`src/rtl/core/dasd_pkg.sv`:
```
package dasd_pkg;

   // Parser phases
   localparam int PHASE_W = 5;
   localparam logic [PHASE_W-1:0] PH_HDR   = 5'd0;
   localparam logic [PHASE_W-1:0] PH_STUFF = 5'd1;
   localparam logic [PHASE_W-1:0] PH_PKT   = 5'd2;
   localparam logic [PHASE_W-1:0] PH_SKIP  = 5'd3;
   localparam logic [PHASE_W-1:0] PH_PAD1  = 5'd4;
   localparam logic [PHASE_W-1:0] PH_EXT1  = 5'd5;
   localparam logic [PHASE_W-1:0] PH_CODEC = 5'd6;
   localparam logic [PHASE_W-1:0] PH_PCM   = 5'd7;
   localparam logic [PHASE_W-1:0] PH_EXT2  = 5'd8;
   localparam logic [PHASE_W-1:0] PH_PAY   = 5'd9;
   localparam logic [PHASE_W-1:0] PH_SINK  = 5'd10;

   // Sector status codes
   localparam logic [2:0] ST_OK        = 3'd0;
   localparam logic [2:0] ST_BAD_SYNC  = 3'd1;
   localparam logic [2:0] ST_BAD_MARK  = 3'd2;
   localparam logic [2:0] ST_BAD_START = 3'd3;
   localparam logic [2:0] ST_NO_AUDIO  = 3'd4;
   localparam logic [2:0] ST_TRUNC     = 3'd5;

   // Result kinds
   localparam logic KIND_PAYLOAD = 1'b0;
   localparam logic KIND_STATUS  = 1'b1;

   // CSR indexes and reset values
   localparam logic CSR_AUDIO_ID = 1'b0;
   localparam logic CSR_PCM_ID   = 1'b1;
   localparam logic [7:0] AUDIO_ID_RST = 8'hBD;
   localparam logic [7:0] PCM_ID_RST   = 8'hA0;

   // Stream constants
   localparam logic [31:0] PACK_SYNC   = 32'h0000_01BA;
   localparam logic [23:0] PKT_PREFIX  = 24'h00_0001;
   localparam logic [7:0]  PCM_HDR_MIN = 8'd9;

   // Result data layout
   localparam int RSP_DATA_W  = 67;
   localparam int RSP_TDATA_W = 72;
   localparam int CAP_W       = 56;

   localparam int QUEUE_DEPTH_DEF = 8;

endpackage

```
`src/rtl/core/dvd_audio_sector_demux_top.sv`:
```
// Path: input register, combinational parser, then the result queue that drives rsp_.
// Throughput: one sector byte per cycle while rsp_tready stays high; the last byte of a
// sector can yield two beats (payload and status), absorbed by the result queue.
// Stall: req_tready drops once the queue lacks room for two beats per byte in flight.
// Reset: synchronous, active high; parser rearms at the pack header, CSRs return to
// 0xBD / 0xA0 and the result queue empties. No clearing pass.
module dvd_audio_sector_demux_top
   import dasd_pkg::*;
#(
   parameter int RSP_QUEUE_DEPTH = QUEUE_DEPTH_DEF   // power of two, at least 4
) (
   input  logic                   clock,
   input  logic                   reset,
   // sector byte stream
   input  logic                   req_tvalid,
   output logic                   req_tready,
   input  logic [7:0]             req_tdata,    // [7:0] data_byte
   input  logic                   req_tlast,    // sector_end
   // result stream
   output logic                   rsp_tvalid,
   input  logic                   rsp_tready,
   // [7:0] payload_byte, [10:8] status, [18:11] codec, [26:19] packet_crc,
   // [42:27] frame offset, [46:43] group1_bits_code, [50:47] group2_bits_code,
   // [54:51] group1_rate_code, [58:55] group2_rate_code, [66:59] channel_layout,
   // [71:67] zero
   output logic [RSP_TDATA_W-1:0] rsp_tdata,
   output logic [1:0]             rsp_tuser,    // [0] kind, [1] packet_first
   // configuration
   input  logic                   csr_we,
   input  logic                   csr_addr,
   input  logic [7:0]             csr_wdata
);

   localparam int PTR_W   = $clog2(RSP_QUEUE_DEPTH);
   localparam int CNT_W   = $clog2(RSP_QUEUE_DEPTH + 1);
   localparam int ENTRY_W = RSP_DATA_W + 2;

   // ---------------- configuration registers ----------------
   logic [7:0] audio_id_ff;
   logic [7:0] pcm_id_ff;

   always_ff @(posedge clock) begin
      if (reset) begin
         audio_id_ff <= AUDIO_ID_RST;
         pcm_id_ff   <= PCM_ID_RST;
      end else if (csr_we) begin
         case (csr_addr)
            CSR_AUDIO_ID: audio_id_ff <= csr_wdata;
            CSR_PCM_ID:   pcm_id_ff   <= csr_wdata;
            default:      audio_id_ff <= audio_id_ff;
         endcase
      end
   end

   // ---------------- input register ----------------
   logic       in_vld_ff;
   logic [7:0] in_byte_ff;
   logic       in_last_ff;
   logic       req_beat;

   assign req_beat = req_tvalid & req_tready;

   always_ff @(posedge clock) begin
      if (reset) begin
         in_vld_ff <= 1'b0;
      end else begin
         in_vld_ff <= req_beat;
      end
      if (req_beat) begin
         in_byte_ff <= req_tdata;
         in_last_ff <= req_tlast;
      end
   end

   // ---------------- parser state ----------------
   logic [PHASE_W-1:0] phase_ff, phase_in;
   logic [3:0]         idx_ff, idx_in;
   logic [23:0]        win_ff, win_in;      // last three bytes; the fourth is the new one
   logic [15:0]        left_ff, left_in;
   logic [7:0]         ext_ff, ext_in;
   logic [7:0]         fmt_ff, fmt_in;
   logic [2:0]         stuff_ff, stuff_in;
   logic               seen_ff, seen_in;
   logic [2:0]         err_ff, err_in;
   logic [CAP_W-1:0]   cap_ff, cap_in;

   logic [31:0]        win;
   logic [7:0]         b;
   logic [PHASE_W-1:0] ph;
   logic [3:0]         idx;
   logic [15:0]        left;
   logic [7:0]         ext;
   logic [7:0]         fmt;
   logic [2:0]         stuff;
   logic               seen;
   logic [2:0]         err;
   logic [CAP_W-1:0]   cap;
   logic               ok;
   logic               pay_vld;
   logic               pay_first;
   logic [2:0]         status;

   assign b   = in_byte_ff;
   assign win = {win_ff, in_byte_ff};

   always_comb begin
      ph        = phase_ff;
      idx       = idx_ff;
      left      = left_ff;
      ext       = ext_ff;
      fmt       = fmt_ff;
      stuff     = stuff_ff;
      seen      = seen_ff;
      err       = err_ff;
      cap       = cap_ff;
      ok        = 1'b0;
      pay_vld   = 1'b0;
      pay_first = 1'b0;

      // bytes of an audio packet are counted against its length
      if (phase_ff == PH_PAD1 || phase_ff == PH_EXT1 || phase_ff == PH_CODEC ||
          phase_ff == PH_PCM || phase_ff == PH_EXT2 || phase_ff == PH_PAY) begin
         if (left_ff == 16'd0) begin
            ph  = PH_SINK;
            err = ST_TRUNC;
         end else begin
            left = left_ff - 16'd1;
            ok   = 1'b1;
         end
      end

      case (phase_ff)
         PH_HDR: begin
            if (idx_ff == 4'd3 && win != PACK_SYNC && err == ST_OK) err = ST_BAD_SYNC;
            if (idx_ff == 4'd4 && (b[7:6] != 2'b01 || !b[2]) && err == ST_OK)
               err = ST_BAD_MARK;
            if ((idx_ff == 4'd6 || idx_ff == 4'd8) && !b[2] && err == ST_OK)
               err = ST_BAD_MARK;
            if (idx_ff == 4'd9 && !b[0] && err == ST_OK) err = ST_BAD_MARK;
            if (idx_ff == 4'd12 && b[1:0] != 2'b11 && err == ST_OK) err = ST_BAD_MARK;
            if (idx_ff == 4'd13) begin
               stuff = b[2:0];
               idx   = 4'd0;
               ph    = (err != ST_OK) ? PH_SINK : PH_STUFF;
            end else begin
               idx = idx_ff + 4'd1;
            end
         end
         PH_STUFF: stuff = stuff_ff - 3'd1;
         PH_PKT: begin
            if (idx_ff == 4'd2 && win[23:0] != PKT_PREFIX && err == ST_OK)
               err = ST_BAD_START;
            if (idx_ff == 4'd5) begin
               left = win[15:0];
               idx  = 4'd0;
               if (err != ST_OK)               ph = PH_SINK;
               else if (win[23:16] == audio_id_ff) ph = PH_PAD1;
               else                            ph = PH_SKIP;
            end else begin
               idx = idx_ff + 4'd1;
            end
         end
         PH_SKIP: left = left_ff - 16'd1;
         PH_PAD1: begin
            if (ok) begin
               if (idx_ff == 4'd2) begin
                  ext = b;
                  ph  = PH_EXT1;
                  idx = 4'd0;
               end else begin
                  idx = idx_ff + 4'd1;
               end
            end
         end
         PH_EXT1: if (ok) ext = ext_ff - 8'd1;
         PH_CODEC: begin
            if (ok) begin
               if (idx_ff == 4'd0) cap[55:48] = b;
               if (idx_ff == 4'd1) cap[47:40] = b;
               if (idx_ff == 4'd3) begin
                  idx = 4'd0;
                  if (cap[55:48] == pcm_id_ff) begin
                     if (b < PCM_HDR_MIN) begin
                        ph  = PH_SINK;
                        err = ST_TRUNC;
                     end else begin
                        fmt = b - PCM_HDR_MIN;
                        ph  = PH_PCM;
                     end
                  end else begin
                     fmt = b;
                     ph  = PH_EXT2;
                  end
               end else begin
                  idx = idx_ff + 4'd1;
               end
            end
         end
         PH_PCM: begin
            if (ok) begin
               if (idx_ff == 4'd0) cap[39:32] = b;
               if (idx_ff == 4'd1) cap[31:24] = b;
               if (idx_ff == 4'd3) cap[23:16] = b;
               if (idx_ff == 4'd4) cap[15:8]  = b;
               if (idx_ff == 4'd6) cap[7:0]   = b;
               if (idx_ff == 4'd8) begin
                  idx = 4'd0;
                  ph  = PH_EXT2;
               end else begin
                  idx = idx_ff + 4'd1;
               end
            end
         end
         PH_EXT2: if (ok) fmt = fmt_ff - 8'd1;
         PH_PAY: begin
            if (ok) begin
               pay_vld   = 1'b1;
               pay_first = idx_ff[0];
               idx       = 4'd0;
            end
         end
         default: ph = PH_SINK;
      endcase

      // fall through phases whose count is already spent
      if (ph == PH_STUFF && stuff == 3'd0) begin ph = PH_PKT;   idx = 4'd0; end
      if (ph == PH_SKIP && left == 16'd0)  begin ph = PH_PKT;   idx = 4'd0; end
      if (ph == PH_EXT1 && ext == 8'd0)    begin ph = PH_CODEC; idx = 4'd0; end
      if (ph == PH_EXT2 && fmt == 8'd0) begin
         ph   = PH_PAY;
         idx  = 4'd1;
         seen = 1'b1;
      end
      if (ph == PH_PAY && left == 16'd0)   begin ph = PH_PKT;   idx = 4'd0; end

      if (ph == PH_SINK)                    status = err;
      else if (ph == PH_PKT && idx == 4'd0) status = seen ? ST_OK : ST_NO_AUDIO;
      else                                  status = ST_TRUNC;

      // the sector's last byte rearms the parser
      if (in_last_ff) begin
         phase_in = PH_HDR;
         idx_in   = 4'd0;
         win_in   = 24'd0;
         left_in  = 16'd0;
         ext_in   = 8'd0;
         fmt_in   = 8'd0;
         stuff_in = 3'd0;
         seen_in  = 1'b0;
         err_in   = ST_OK;
         cap_in   = '0;
      end else begin
         phase_in = ph;
         idx_in   = idx;
         win_in   = win[23:0];
         left_in  = left;
         ext_in   = ext;
         fmt_in   = fmt;
         stuff_in = stuff;
         seen_in  = seen;
         err_in   = err;
         cap_in   = cap;
      end
   end

   always_ff @(posedge clock) begin
      if (reset) begin
         phase_ff <= PH_HDR;
         idx_ff   <= 4'd0;
         win_ff   <= 24'd0;
         left_ff  <= 16'd0;
         ext_ff   <= 8'd0;
         fmt_ff   <= 8'd0;
         stuff_ff <= 3'd0;
         seen_ff  <= 1'b0;
         err_ff   <= ST_OK;
         cap_ff   <= '0;
      end else if (in_vld_ff) begin
         phase_ff <= phase_in;
         idx_ff   <= idx_in;
         win_ff   <= win_in;
         left_ff  <= left_in;
         ext_ff   <= ext_in;
         fmt_ff   <= fmt_in;
         stuff_ff <= stuff_in;
         seen_ff  <= seen_in;
         err_ff   <= err_in;
         cap_ff   <= cap_in;
      end
   end

   // ---------------- result entries ----------------
   // entry = {packet_first, kind, data}
   logic [ENTRY_W-1:0] pay_entry;
   logic [ENTRY_W-1:0] stat_entry;

   assign pay_entry  = {pay_first, KIND_PAYLOAD, {(RSP_DATA_W-8){1'b0}}, b};
   assign stat_entry = {1'b0, KIND_STATUS,
                        cap[7:0], cap[11:8], cap[15:12], cap[19:16], cap[23:20],
                        cap[39:24], cap[47:40], cap[55:48], status, 8'h00};

   // ---------------- result queue ----------------
   logic [ENTRY_W-1:0] q_ff [RSP_QUEUE_DEPTH];
   logic [PTR_W-1:0]   wr_ptr_ff, wr_ptr_in;
   logic [PTR_W-1:0]   rd_ptr_ff, rd_ptr_in;
   logic [CNT_W-1:0]   cnt_ff, cnt_in;
   logic               push_pay;
   logic               push_stat;
   logic               rsp_beat;
   logic [CNT_W-1:0]   push_n;
   logic [CNT_W:0]     need;

   assign push_pay  = in_vld_ff & pay_vld;
   assign push_stat = in_vld_ff & in_last_ff;
   assign rsp_beat  = rsp_tvalid & rsp_tready;
   assign push_n    = CNT_W'(push_pay) + CNT_W'(push_stat);

   assign wr_ptr_in = wr_ptr_ff + PTR_W'(push_n);
   assign rd_ptr_in = rd_ptr_ff + PTR_W'(rsp_beat);
   assign cnt_in    = cnt_ff + push_n - CNT_W'(rsp_beat);

   // room for the byte in the input register and the one arriving, two beats each
   assign need       = {1'b0, cnt_ff} + (in_vld_ff ? (CNT_W+1)'(4) : (CNT_W+1)'(2));
   assign req_tready = (need <= (CNT_W+1)'(RSP_QUEUE_DEPTH));

   always_ff @(posedge clock) begin
      if (reset) begin
         wr_ptr_ff <= '0;
         rd_ptr_ff <= '0;
         cnt_ff    <= '0;
      end else begin
         wr_ptr_ff <= wr_ptr_in;
         rd_ptr_ff <= rd_ptr_in;
         cnt_ff    <= cnt_in;
      end
      if (push_pay) begin
         q_ff[wr_ptr_ff] <= pay_entry;
         if (push_stat) q_ff[wr_ptr_ff + PTR_W'(1)] <= stat_entry;
      end else if (push_stat) begin
         q_ff[wr_ptr_ff] <= stat_entry;
      end
   end

   logic [ENTRY_W-1:0] head;

   assign head       = q_ff[rd_ptr_ff];
   assign rsp_tvalid = (cnt_ff != '0);
   assign rsp_tdata  = {{(RSP_TDATA_W-RSP_DATA_W){1'b0}}, head[RSP_DATA_W-1:0]};
   assign rsp_tuser  = {head[ENTRY_W-1], head[ENTRY_W-2]};

   // ---------------- assertions ----------------
   a_queue_room: assert property (@(posedge clock) disable iff (reset)
      in_vld_ff |-> ({1'b0, cnt_ff} + (CNT_W+1)'(2) <= (CNT_W+1)'(RSP_QUEUE_DEPTH)))
      else $error("result queue could overflow");

   a_rearm: assert property (@(posedge clock) disable iff (reset)
      (in_vld_ff && in_last_ff) |=> (phase_ff == PH_HDR && idx_ff == 4'd0 && err_ff == ST_OK))
      else $error("parser did not rearm after sector end");

   a_err_phase: assert property (@(posedge clock) disable iff (reset)
      (err_ff != ST_OK) |-> (phase_ff == PH_SINK || phase_ff == PH_HDR || phase_ff == PH_PKT))
      else $error("error latched outside header or sink");

   a_payload_clean: assert property (@(posedge clock) disable iff (reset)
      (rsp_tvalid && rsp_tuser[0] == KIND_PAYLOAD) |-> (rsp_tdata[RSP_DATA_W-1:8] == '0))
      else $error("payload beat carries status fields");

   a_status_clean: assert property (@(posedge clock) disable iff (reset)
      (rsp_tvalid && rsp_tuser[0] == KIND_STATUS) |-> (rsp_tdata[7:0] == 8'h00 && !rsp_tuser[1]))
      else $error("status beat carries payload");

endmodule
```
`config.mk`:
```
export PLATFORM = sky130hd
export DESIGN_NAME = dvd_audio_sector_demux_top
export DESIGN_NICKNAME = d
export VERILOG_FILES = /design/src/rtl/core/dasd_pkg.sv /design/src/rtl/core/dvd_audio_sector_demux_top.sv
export SDC_FILE = /design/constraint.sdc
export NUM_CORES = 1
export LEC_CHECK = 0
export ABC_CLOCK_PERIOD_IN_PS = 12750
export BUFFER_PORTS_ARGS = -buffer_cell sky130_fd_sc_hd__buf_2
export CAP_MARGIN = 20
export CORE_ASPECT_RATIO = 1.75
export CORE_MARGIN = 1
export CORE_UTILIZATION = 50
export CTS_CLUSTER_SIZE = 14
export DETAILED_ROUTE_END_ITERATION = 12
export PLACE_DENSITY = 0.66
export SKIP_CTS_REPAIR_TIMING = 1
export SLEW_MARGIN = 30
export SYNTH_ARGS = -nofsm -noshare
export SYNTH_HDL_FRONTEND = slang
export SYNTH_SLANG_ARGS = --single-unit
```
`constraint.sdc`:
```
create_clock -name clock -period 12.75 [get_ports clock]
set_input_delay 3.825 -clock clock [delete_from_list [all_inputs] [get_ports clock]]
set_output_delay 3.825 -clock clock [all_outputs]
set_load 0.01 [all_outputs]
```
==> metrics.txt <==
via count=24.22k; Synth Area in Adders=0.01194; crit end category=primary output; final period utilization=0.5585; slowest cell on the critical path=dfxtp_4; setup_tns=0 ps; leakage power=12.09 nW; root buf cell=clkbuf_16; CP max FO=60; multiplexer area fraction after synthesis=0.1268; Initial Util=0.5076; Startpoint Class=flip-flop; Syn Area/Cell=11.37 sq um; Die Wd=197.1 microns; share of Yosys cell area claimed by the top area cell type=0.4336; CP Cell Sequence=buf_12 > buf_16 > mux4_2 > mux2_2 > buf_2; slowest stage delay, CP=670 ps; post-DP HPWL=58.00 mm; final wirelength=98.71 mm; initial antenna violation count=1; vias per inst=6.249; PwrDens=157.2 mW/mm^2; Metal-1 WL=35.58 mm; largest cells by area after synthesis=edfxtp_1, dfxtp_1, mux4_2, nor2_1, a21oi_1; H-tree depth=3; synthesis-stage register bit count=716; highest routed layer=met5; CTS Sinks=716; compound-cell area share of the yosys netlist=0.09615; largest net degree at the start of global routing=115; P&R area growth vs syn=10.66%; crit path kind=flip-flop to primary output; worst slew pin tran=1064 ps; Commonest cells post-synth=nor2_1, edfxtp_1, dfxtp_1; nets=2995; register area share after synthesis=0.5748; Remaining DRCs=0; CTS clk-pin slew, worst paths=60 ps; Fillers=5402; layout cells sized above 1=0.1718; TritonRoute pass-1 iters=5; Unique masters post-synth=85; FP Rows=124; leading area contributor after synthesis=edfxtp_1; RSZ-0062 raised after global routing=false; max_slew headroom=0.2904; Iteration-0 DRC Markers=2336; Placed Cells=3754; CTS tree=built; WL per Instance=25.47 microns; Placer Congestion=0.9662; count leader, synth=nor2_1; met2 routed WL=51.38 mm; Hold WC Path Type=flip-flop to flip-flop; Synth Area in Simple Gates=0.1531; VDD IR max=0.1538 mV; worst skew pair latency=620 ps; maxcap violations=0; Die Y=343.5 microns; Post-synth ARST share=0; run status=complete, no violations; worst hold margin=466.5 ps; core area=0.06563 sq mm; largest family of logic cells by synthesized area=simple AND/OR/NAND/NOR gates; first-pass GRT wire length=147.5 mm; Num CTS Buffers=66; Yosys Warn Count=0; number of routed nets with antenna violations=0; final core occ=0.5617; CP arrival=3300 ps; met3 WL=6.416 mm; Finished Layout Cells=3876; total track usage=0.2938; endpoints failing setup=0; Mapped Cells=2930; Top Ports=99; min cycle time layout=7121 ps; vias in the first global route=24.46k; Critical Path RT=8920 ps; top cell family by delay on the critical path=buffers and inverters; Post-Synth XOR/XNOR Area=0.005784; WP buf/inv=3; clock skew=29.60 ps; top_reg_cell synth=edfxtp_1; Longest Clk Path Bufs=3; final slew viol count=0; Fin. Hold Viols=0; total congestion overflow=0; EDFF count, synth=481; FMAX=140.4 MHz; area of the mapped netlist=0.03331 sq mm; Die Area=0.06771 sq mm; Port Buffers=93
cells in the final DEF, fill, tap and decap left out, types with 10 or more instances in the layout:
| cell | Yosys | layout |
|---|---|---|
| a21oi_1 | 196 | 188 |
| a22o_1 | 77 | 77 |
| a22oi_1 | 30 | 30 |
| a31oi_1 | 15 | 15 |
| buf_2 | 1 | 92 |
| buf_4 | 5 | 49 |
| clkbuf_1 | 171 | 24 |
| clkbuf_16 | 0 | 68 |
| dfxtp_1 | 235 | 232 |
| edfxtp_1 | 481 | 481 |
| ha_1 | 27 | 26 |
| inv_1 | 53 | 44 |
| mux2_2 | 69 | 69 |
| mux2i_1 | 34 | 32 |
| mux4_2 | 138 | 138 |
| nand2_1 | 120 | 120 |
| nand2b_1 | 30 | 29 |
| nand3_1 | 34 | 34 |
| nand3b_1 | 10 | 10 |
| nand4_1 | 15 | 15 |
| nor2_1 | 781 | 774 |
| nor2b_1 | 17 | 17 |
| nor3_1 | 49 | 49 |
| nor4_1 | 34 | 31 |
| o211ai_1 | 13 | 13 |
| o21ai_0 | 45 | 45 |
| o31ai_1 | 14 | 14 |
| or3_1 | 11 | 11 |
| or4_1 | 12 | 12 |
| xnor2_1 | 10 | 10 |
| xor2_1 | 12 | 12 |
cell families (layout without fill, tap and decap cells):
logic type	Yosys count	after routing
buffers and inverters	268	326
DFF	716	716
adders and majority gates	30	30
and+or+nand+nor	1170	1170
other	1	7
xor gates and xnor gates	22	22
muxes	241	241
AOI/OAI and AO/OA	482	482
registers in the layout, indices dropped and copies added, names as in the netlist:
register     count
phase_ff         5
rd_ptr_ff        3
err_ff           3
idx_ff           4
cap_ff          56
in_last_ff       1
in_vld_ff        1
audio_id_ff      8
q_ff           552
win_ff          24
pcm_id_ff        8
fmt_ff           8
seen_ff          1
stuff_ff         3
b                8
ext_ff           8
cnt_ff           4
wr_ptr_ff        3
left_ff         16
layer usage:
layer	track usage	up-vias
met5	0	-
met4	0.1715	2
met3	0.03843	309
met2	0.5303	1076
met1	0.3310	12080
li1	-	10760
final timing paths:
| path | from | slack [ps] | depth (start not counted) | end |
|---|---|---|---|---|
| max reg2reg | idx_ff[0] | 6820 | 13 | q_ff[0][10] |
| min | q_ff[1][67] | 470 | 2 | q_ff[1][67] |
| max | rd_ptr_ff[0] | 5630 | 5 | rsp_tdata[49] |
| min reg2reg | q_ff[1][67] | 470 | 2 | q_ff[1][67] |
power by group:
| group | internal (mW) | switching [mW] |
|---|---|---|
| Combinational | 0.586 | 0.654 |
| Sequential | 2.54 | 0.0773 |
| Clock | 1.05 | 0.893 |
| Total | 4.17 | 1.62 |
final cells by class:
| cell class | instances | area [sq um] | area share |
|---|---|---|---|
| Inverter | 55 | 209.0 | 0.005668 |
| Sequential cell | 716 | 19160 | 0.5197 |
| Multi-Input combinational cell | 1950 | 13290 | 0.3604 |
| Clock buffer | 97 | 1852 | 0.05023 |
| Tap cell | 882 | 1104 | 0.02993 |
| Timing Repair Buffer | 153 | 1021 | 0.02769 |
| Clock inverter | 21 | 227.7 | 0.006177 |
| Antenna cell | 2 | 5.005 | 0.0001358 |
worst register-to-register path: stages (launching register included):
cell	delay, ps
dfxtp_1	360
inv_1	200
ha_1	320
nor3b_4	690
mux2i_1	170
a221o_1	460
or2_1	470
o311a_1	420
or4_1	500
or4b_1	610
or4_4	610
a21o_1	260
a32oi_4	440
a21oi_1	150
stage by stage:
stage	power (mW)	instance area [sq um]	worst slack, ps
floorplan	3.509	33330	6672
global placement	3.878	34630	6275
CTS	5.827	36760	5601
global route	5.996	36860	5427
finish	5.795	36870	5629
detailed placement	3.904	34680	6270
(Power assumes the default switching activity.)
